$ cat src/sv/aes_cbc_cipher_defines.svh
// Assertion macros for the AES CBC cipher block.
// Included by the top level; no other dependencies.
`ifndef AES_CBC_CIPHER_DEFINES_SVH
`define AES_CBC_CIPHER_DEFINES_SVH
`ifndef SYNTHESIS
`define AESCBC_ASSERT_IMP(lbl, clk, rst, ante, cons) \
  lbl: assert property (@(posedge clk) disable iff (rst) (ante) |-> (cons)) \
    else $error("aes_cbc_cipher: check failed");
`define AESCBC_ASSERT_NXT(lbl, clk, rst, ante, cons) \
  lbl: assert property (@(posedge clk) disable iff (rst) (ante) |=> (cons)) \
    else $error("aes_cbc_cipher: check failed");
`else
`define AESCBC_ASSERT_IMP(lbl, clk, rst, ante, cons)
`define AESCBC_ASSERT_NXT(lbl, clk, rst, ante, cons)
`endif
`endif

$ cat src/sv/aescbc_pkg.sv
// Types, constants and round functions shared by the AES CBC cipher block.
// No dependencies.
package aescbc_pkg;

  typedef struct packed {
    logic [63:0] block_high;
    logic [63:0] block_low;
    logic        start_of_message;
  } blk_t;

  typedef struct packed {
    logic [63:0] out_high;
    logic [63:0] out_low;
  } res_t;

  typedef enum logic [3:0] {
    REG_KEY0     = 4'd0,
    REG_KEY1     = 4'd1,
    REG_KEY2     = 4'd2,
    REG_KEY3     = 4'd3,
    REG_KEY_SIZE = 4'd4,
    REG_IV_HIGH  = 4'd5,
    REG_IV_LOW   = 4'd6,
    REG_DECRYPT  = 4'd7
  } reg_idx_t;

  typedef enum logic [1:0] {
    OP_IDLE  = 2'd0,
    OP_INIT  = 2'd1,
    OP_ROUND = 2'd2,
    OP_LAST  = 2'd3
  } op_t;

  localparam int ROW_W = 4;
  localparam int IDX_W = 6;

  typedef struct packed {
    logic             take;
    logic             exp_en;
    logic             exp_key;
    logic             exp_rot;
    logic             exp_sub;
    logic [IDX_W-1:0] exp_idx;
    logic [ROW_W-1:0] rd_row;
    op_t              op;
    logic             finish;
  } cmd_t;

  typedef struct packed {
    logic [1:0] ks;
    logic       dec;
    logic       res_free;
  } stat_t;

  localparam logic [7:0] SBOX [256] = '{
    8'h63,8'h7c,8'h77,8'h7b,8'hf2,8'h6b,8'h6f,8'hc5,8'h30,8'h01,8'h67,8'h2b,8'hfe,8'hd7,8'hab,8'h76,
    8'hca,8'h82,8'hc9,8'h7d,8'hfa,8'h59,8'h47,8'hf0,8'had,8'hd4,8'ha2,8'haf,8'h9c,8'ha4,8'h72,8'hc0,
    8'hb7,8'hfd,8'h93,8'h26,8'h36,8'h3f,8'hf7,8'hcc,8'h34,8'ha5,8'he5,8'hf1,8'h71,8'hd8,8'h31,8'h15,
    8'h04,8'hc7,8'h23,8'hc3,8'h18,8'h96,8'h05,8'h9a,8'h07,8'h12,8'h80,8'he2,8'heb,8'h27,8'hb2,8'h75,
    8'h09,8'h83,8'h2c,8'h1a,8'h1b,8'h6e,8'h5a,8'ha0,8'h52,8'h3b,8'hd6,8'hb3,8'h29,8'he3,8'h2f,8'h84,
    8'h53,8'hd1,8'h00,8'hed,8'h20,8'hfc,8'hb1,8'h5b,8'h6a,8'hcb,8'hbe,8'h39,8'h4a,8'h4c,8'h58,8'hcf,
    8'hd0,8'hef,8'haa,8'hfb,8'h43,8'h4d,8'h33,8'h85,8'h45,8'hf9,8'h02,8'h7f,8'h50,8'h3c,8'h9f,8'ha8,
    8'h51,8'ha3,8'h40,8'h8f,8'h92,8'h9d,8'h38,8'hf5,8'hbc,8'hb6,8'hda,8'h21,8'h10,8'hff,8'hf3,8'hd2,
    8'hcd,8'h0c,8'h13,8'hec,8'h5f,8'h97,8'h44,8'h17,8'hc4,8'ha7,8'h7e,8'h3d,8'h64,8'h5d,8'h19,8'h73,
    8'h60,8'h81,8'h4f,8'hdc,8'h22,8'h2a,8'h90,8'h88,8'h46,8'hee,8'hb8,8'h14,8'hde,8'h5e,8'h0b,8'hdb,
    8'he0,8'h32,8'h3a,8'h0a,8'h49,8'h06,8'h24,8'h5c,8'hc2,8'hd3,8'hac,8'h62,8'h91,8'h95,8'he4,8'h79,
    8'he7,8'hc8,8'h37,8'h6d,8'h8d,8'hd5,8'h4e,8'ha9,8'h6c,8'h56,8'hf4,8'hea,8'h65,8'h7a,8'hae,8'h08,
    8'hba,8'h78,8'h25,8'h2e,8'h1c,8'ha6,8'hb4,8'hc6,8'he8,8'hdd,8'h74,8'h1f,8'h4b,8'hbd,8'h8b,8'h8a,
    8'h70,8'h3e,8'hb5,8'h66,8'h48,8'h03,8'hf6,8'h0e,8'h61,8'h35,8'h57,8'hb9,8'h86,8'hc1,8'h1d,8'h9e,
    8'he1,8'hf8,8'h98,8'h11,8'h69,8'hd9,8'h8e,8'h94,8'h9b,8'h1e,8'h87,8'he9,8'hce,8'h55,8'h28,8'hdf,
    8'h8c,8'ha1,8'h89,8'h0d,8'hbf,8'he6,8'h42,8'h68,8'h41,8'h99,8'h2d,8'h0f,8'hb0,8'h54,8'hbb,8'h16
  };

  typedef logic [255:0][7:0] byte_map_t;

  function automatic byte_map_t inv_map();
    byte_map_t m;
    m = '0;
    for (int i = 0; i < 256; i++) m[SBOX[i]] = 8'(i);
    return m;
  endfunction

  localparam byte_map_t INV_SBOX = inv_map();

  function automatic logic [7:0] xtime(logic [7:0] a);
    return {a[6:0], 1'b0} ^ (a[7] ? 8'h1b : 8'h00);
  endfunction

  function automatic logic [7:0] gmul(logic [7:0] a, logic [3:0] b);
    logic [7:0] r;
    logic [7:0] x;
    r = '0;
    x = a;
    for (int j = 0; j < 4; j++) begin
      if (b[j]) r = r ^ x;
      x = xtime(x);
    end
    return r;
  endfunction

  function automatic logic [31:0] sub_word(logic [31:0] w);
    return {SBOX[w[31:24]], SBOX[w[23:16]], SBOX[w[15:8]], SBOX[w[7:0]]};
  endfunction

  function automatic logic [3:0] nrounds(logic [1:0] ks);
    return 4'd10 + {1'b0, ks, 1'b0};
  endfunction

  function automatic logic [3:0] nkeywords(logic [1:0] ks);
    return 4'd4 + {1'b0, ks, 1'b0};
  endfunction

  function automatic logic [127:0] sub_shift(logic [127:0] s, logic inv);
    logic [127:0] t;
    t = '0;
    for (int c = 0; c < 4; c++) begin
      for (int r = 0; r < 4; r++) begin
        if (inv)
          t[127-8*(r+4*c) -: 8] = INV_SBOX[s[127-8*(r+4*((c-r)&3)) -: 8]];
        else
          t[127-8*(r+4*c) -: 8] = SBOX[s[127-8*(r+4*((c+r)&3)) -: 8]];
      end
    end
    return t;
  endfunction

  function automatic logic [127:0] mix(logic [127:0] s, logic inv);
    logic [127:0] t;
    logic [3:0]   m [4];
    logic [7:0]   acc;
    t = '0;
    if (inv) begin
      m[0] = 4'd14; m[1] = 4'd11; m[2] = 4'd13; m[3] = 4'd9;
    end else begin
      m[0] = 4'd2; m[1] = 4'd3; m[2] = 4'd1; m[3] = 4'd1;
    end
    for (int c = 0; c < 4; c++) begin
      for (int r = 0; r < 4; r++) begin
        acc = '0;
        for (int k = 0; k < 4; k++)
          acc = acc ^ gmul(s[127-8*(k+4*c) -: 8], m[(k-r)&3]);
        t[127-8*(r+4*c) -: 8] = acc;
      end
    end
    return t;
  endfunction

endpackage

$ cat src/sv/aescbc_ctrl.sv
// Sequencer for the AES CBC cipher: key expansion, round steps, result hand-off.
// Depends on aescbc_pkg.
module aescbc_ctrl (
  input  logic               clk,
  input  logic               rst,
  input  logic               blk_valid,
  input  logic               sof,
  input  aescbc_pkg::stat_t  stat,
  output logic               busy,
  output aescbc_pkg::cmd_t   cmd
);

  typedef enum logic [4:0] {
    S_IDLE   = 5'b00001,
    S_EXPAND = 5'b00010,
    S_KEY    = 5'b00100,
    S_RUN    = 5'b01000,
    S_FIN    = 5'b10000
  } state_t;

  state_t                       state, state_next;
  logic [aescbc_pkg::IDX_W-1:0] idx;
  logic [3:0]                   modc;
  logic [3:0]                   rnd;
  logic [3:0]                   nr, nk, rnd_inc;
  logic [aescbc_pkg::IDX_W-1:0] last_idx;

  assign nr       = aescbc_pkg::nrounds(stat.ks);
  assign nk       = aescbc_pkg::nkeywords(stat.ks);
  assign last_idx = {nr, 2'b11};
  assign rnd_inc  = rnd + 4'd1;
  assign busy     = (state != S_IDLE);

  always_comb begin
    state_next  = state;
    cmd         = '0;
    cmd.op      = aescbc_pkg::OP_IDLE;
    cmd.exp_idx = idx;
    unique case (state)
      S_IDLE: begin
        if (blk_valid) begin
          cmd.take   = 1'b1;
          state_next = sof ? S_EXPAND : S_KEY;
        end
      end
      S_EXPAND: begin
        cmd.exp_en  = 1'b1;
        cmd.exp_key = ({2'b00, idx} < {4'd0, nk}) ? 1'b1 : 1'b0;
        cmd.exp_rot = !cmd.exp_key && (modc == 4'd0);
        cmd.exp_sub = !cmd.exp_key && (stat.ks == 2'd2) && (modc == 4'd4);
        if (idx == last_idx) state_next = S_KEY;
      end
      S_KEY: begin
        cmd.rd_row = stat.dec ? nr : 4'd0;
        state_next = S_RUN;
      end
      S_RUN: begin
        cmd.rd_row = stat.dec ? nr - rnd_inc : rnd_inc;
        if (rnd == 4'd0)     cmd.op = aescbc_pkg::OP_INIT;
        else if (rnd == nr)  cmd.op = aescbc_pkg::OP_LAST;
        else                 cmd.op = aescbc_pkg::OP_ROUND;
        if (rnd == nr) state_next = S_FIN;
      end
      S_FIN: begin
        if (stat.res_free) begin
          cmd.finish = 1'b1;
          state_next = S_IDLE;
        end
      end
      default: state_next = S_IDLE;
    endcase
  end

  always_ff @(posedge clk) begin
    if (rst) begin
      state <= S_IDLE;
      idx   <= '0;
      modc  <= '0;
      rnd   <= '0;
    end else begin
      state <= state_next;
      if (cmd.take) begin
        idx  <= '0;
        modc <= '0;
      end else if (cmd.exp_en) begin
        idx  <= idx + 1'b1;
        modc <= (modc == nk - 4'd1) ? 4'd0 : modc + 4'd1;
      end
      if (state == S_KEY) rnd <= '0;
      else if (state == S_RUN) rnd <= rnd_inc;
    end
  end

endmodule

$ cat config.mk
export PLATFORM = sky130hd
export DESIGN_NAME = aescbc_ctrl
export DESIGN_NICKNAME = d
export VERILOG_FILES = /design/src/sv/aes_cbc_cipher_defines.svh /design/src/sv/aescbc_pkg.sv /design/src/sv/aescbc_ctrl.sv
export SDC_FILE = /design/constraint.sdc
export NUM_CORES = 1
export LEC_CHECK = 0
export ABC_AREA = 1
export BUFFER_PORTS_ARGS = -buffer_cell sky130_fd_sc_hd__buf_2
export CORE_AREA = 2 2 62 64
export DETAILED_ROUTE_END_ITERATION = 10
export DIE_AREA = 0 0 64 66
export GPL_TIMING_DRIVEN = 0
export PLACE_DENSITY = 0.66
export RECOVER_POWER = 50
export SKIP_LAST_GASP = 1
export SLEW_MARGIN = 40
export SYNTH_ARGS = -nofsm -noshare
export SYNTH_HDL_FRONTEND = slang
export SYNTH_SLANG_ARGS = --single-unit
$ cat constraint.sdc
create_clock -name clk -period 1.8 [get_ports clk]
set_input_delay 0.09 -clock clk [delete_from_list [all_inputs] [get_ports clk]]
set_output_delay 0.09 -clock clk [all_outputs]
set_load 0.01 [all_outputs]
==> results by group <==
Outcome
  – Status: finished with violations
  – Failing checks: setup timing

Logic synthesis
  – Fraction of registers with async set or reset after synthesis: 0
  – #FFs+latches synth: 19
  – Largest area contributor in the netlist: dfxtp_1
  – Avg Cell Area, Syn: 7.06 um2
  – Synth area leaders: dfxtp_1 (25%), nand2_1 (11%), ha_1 (9.2%)
  – Yosys warns: 0
  – Cell area after synthesis: 0.00150 mm2
  – Post-synthesis xor/xnor area fraction: 0.0349
  – Syn_nets: ~230
  – Register area share after synthesis: 0.253
  – Complex-gate fraction of the synthesized area: 0.141
  – Post-synth EDFFs: 0
  – Post-synthesis cell type count: 33
  – Simple-gate share of the synthesized area: 0.359
  – Syn Inst Count: around 210
  – Yosys top cell area share: 0.253
  – Largest family of logic cells by synthesized area: simple AND/OR/NAND/NOR gates
  – Adder-cell share of the synthesized area: 0.0915
  – Mux share of post-synthesis cell area: 0
  – Most used DFF post-synth: dfxtp_1

Route
  – Via Count: 1514
  – Vias/cell: 5.05
  – Drt pass-1 iters: 4
  – Post-route DRC: 0
  – ANT nets after route: 0
  – WL per Instance: about 12 um
  – Final WL: between 3000 and 4000 um
  – Initial drt markers: 31

Cells and area
  – Fill cells: roughly 370
  – Nets: 272
  – Area grow syn2layout: 23.8%
  – Commonest non-fill, non-tap cells in the layout: nand2_1 (42), nor2_1 (26), inv_1 (24)
  – Most common cell after layout, fill and taps aside: nand2_1
  – Share of layout cells above drive strength 1: 0.298
  – Antenna diodes: 0
  – Final Instance Area: 0.00186 mm2

Placement
  – Pre-CTS setup slack: -0.253 ns
  – Port bufs: 26
  – Detailed placement HPWL: 2520 um
  – Post-DP Area: 0.00169 mm2
  – Placer Congestion: around 0.79

Power and ir drop
  – PwrDens: 684 mW/mm2
  – Worst VDD drop: between 0.2 and 0.3 mV
  – Total power: 1.27 mW
  – Lkg Pwr: 0.859 nW

Hold path
  – Worst hold path startpoint: sof
  – Hold depth: 3
  – Hold Path Class: primary input to register
  – Hold EP: state[1]

Global route
  – Wire length of the first global-routing pass: 5690 um
  – Vias in the first global route: 1369
  – Tot GR Track Use: 0.169
  – GR peak layer: met2
  – GR Overflow Total: 0
  – Met1 Usage GRT: 0.201
  – Largest net degree at the start of global routing: 11
  – Initial antenna violation count: 0
  – Met2 Use GR: 0.303
  – Met3 GRT Util: 0.0204

Setup path
  – Critical path type: register to primary output
  – RR Startpoint: state[2]
  – Worst EP required: 1.71 ns
  – FF-to-FF setup slack: -0.12 ns
  – Crit path launch type: register
  – Endpoint class of the critical path: primary output
  – Worst Setup SP: rnd[0]
  – Worst reg-to-reg path cell count: 6
  – CP arrival: 2.01 ns
  – Max FO, Critical Path: 3
  – Capturing point of the worst reg2reg path: modc[3]

STA
  – Slew @ Worst Pin: 0.723 ns
  – Clock Skews: 0.000977 ns
  – RSZ-0062 raised after global routing: true
  – Worst Slack Setup Final: -0.299 ns
  – Hold_ws: 0.0816 ns
  – Worst slew margin relative to its limit: 0.515
  – Final Hold Viols: 0
  – Fmax: 476 MHz
  – Min Tclk post-route: 2.10 ns
  – Count of final setup violators: 9
  – Fin. max-slew vios: 0
  – Tcrit/Tclk final: 1.17

Floorplanning
  – Die Ht: approximately 66 um
  – FP Rows: 22
  – Chip Width: 64 um
  – I/O Pins: 27
  – Starting Density: 0.424
  – Core footprint: around 0.0036 mm2
  – Die area: roughly 0.0042 mm2

Clock tree
  – CTS clk-pin slew, worst paths: 0.12 ns
  – Clock buffer count from CTS: 3
  – Worst-skew pair later-pin latency: approximately 0.30 ns
  – Clock tree buffer depth: 2
  – Root Buffer Master: clkbuf_4
  – CTS tree: yes
  – Clock Sinks: 19
  – H-Tree Depth: 1

Job
  – Max Cap Violations: 0
## routing by layer
layer  wire length, um  up-vias
met1              1630      700
met5                 0        -
met2              1710       30
met4                66        0
li1                  -      775
met3               102        9
## worst max-delay path, cell delays in order, from the launching register on
cell	delay [ns]
dfxtp_2	0.35
buf_6	0.09
inv_2	0.04
ha_4	0.26
inv_2	0.04
ha_4	0.28
nand3_4	0.07
nand4_1	0.10
nand3_2	0.09
nand2_1	0.06
o21ai_1	0.05
o31ai_1	0.08
buf_2	0.18
## synth_stat cells, drive strengths merged (2+ instances only)
| cell type | number |
|---|---|
| nor2 | 34 |
| o31ai | 2 |
| and3 | 2 |
| nor3 | 3 |
| inv | 35 |
| buf | 4 |
| o21ai | 11 |
| o2111ai | 2 |
| dfxtp | 19 |
| xnor2 | 2 |
| nand4 | 8 |
| ha | 11 |
| a211oi | 2 |
| nand2 | 44 |
| a21oi | 13 |
| a31oi | 2 |
| xor2 | 4 |
| nand3 | 12 |
## cell families (layout without fill, tap and decap cells)
kind of cell | Yosys count | in the layout
DFF | 19 | 19
xor gates and xnor gates | 6 | 6
AOI/OAI and AO/OA | 34 | 34
adders and majority gates | 11 | 11
buffers and inverters | 39 | 78
and+or+nand+nor | 104 | 104
## registers in the layout (all words and copies together) (netlist names)
signal	flops
idx	6
modc	4
rnd	4
state	5
## through the flow
step | instances | TNS [ns] | utilization
after floorplan | 213 | 0 | -
after global placement | 287 | -0.402 | 0.477
after detailed placement | 287 | -0.404 | 0.477
after CTS | 296 | -0.647 | 0.518
after global routing | 300 | -3.22 | 0.524
final | 300 | -1.15 | 0.524
## worst max path at each step
| stage | slack (ns) | to | cells past startpoint |
|---|---|---|---|
| floorplan | 0.008 | cmd[6] | 11 |
| global placement | -0.25 | cmd[6] | 12 |
| CTS | -0.27 | cmd[6] | 11 |
| global route | -0.38 | cmd[6] | 12 |
| finish | -0.30 | cmd[6] | 12 |
| detailed placement | -0.25 | cmd[6] | 12 |
## report_power, final
| group | total [mW] | internal [mW] | switching [mW] |
|---|---|---|---|
| registers | 0.491 | 0.458 | 0.0330 |
| clock network | 0.231 | 0.0864 | 0.144 |
| logic | 0.551 | 0.202 | 0.350 |
## final cells by class
type                       count  area, um2  share of cell area
tap                           48       60.1              0.0323
timing repair buffer          35        193               0.103
multi-input combinational    155       1010               0.545
buffer                         4       38.8              0.0208
inverter                      35        144              0.0773
sequential                    19        385               0.207
clock buffer                   4       26.3              0.0141
## what timing repair did
item	in CTS	in global routing
setup buffers	4	4
hold endpoints to repair	3	0
setup endpoints to repair	3	7
resized for setup	19	6
hold buffers	1	0
pin swaps	6	6
Note: power is estimated with default switching activity, not from simulation.
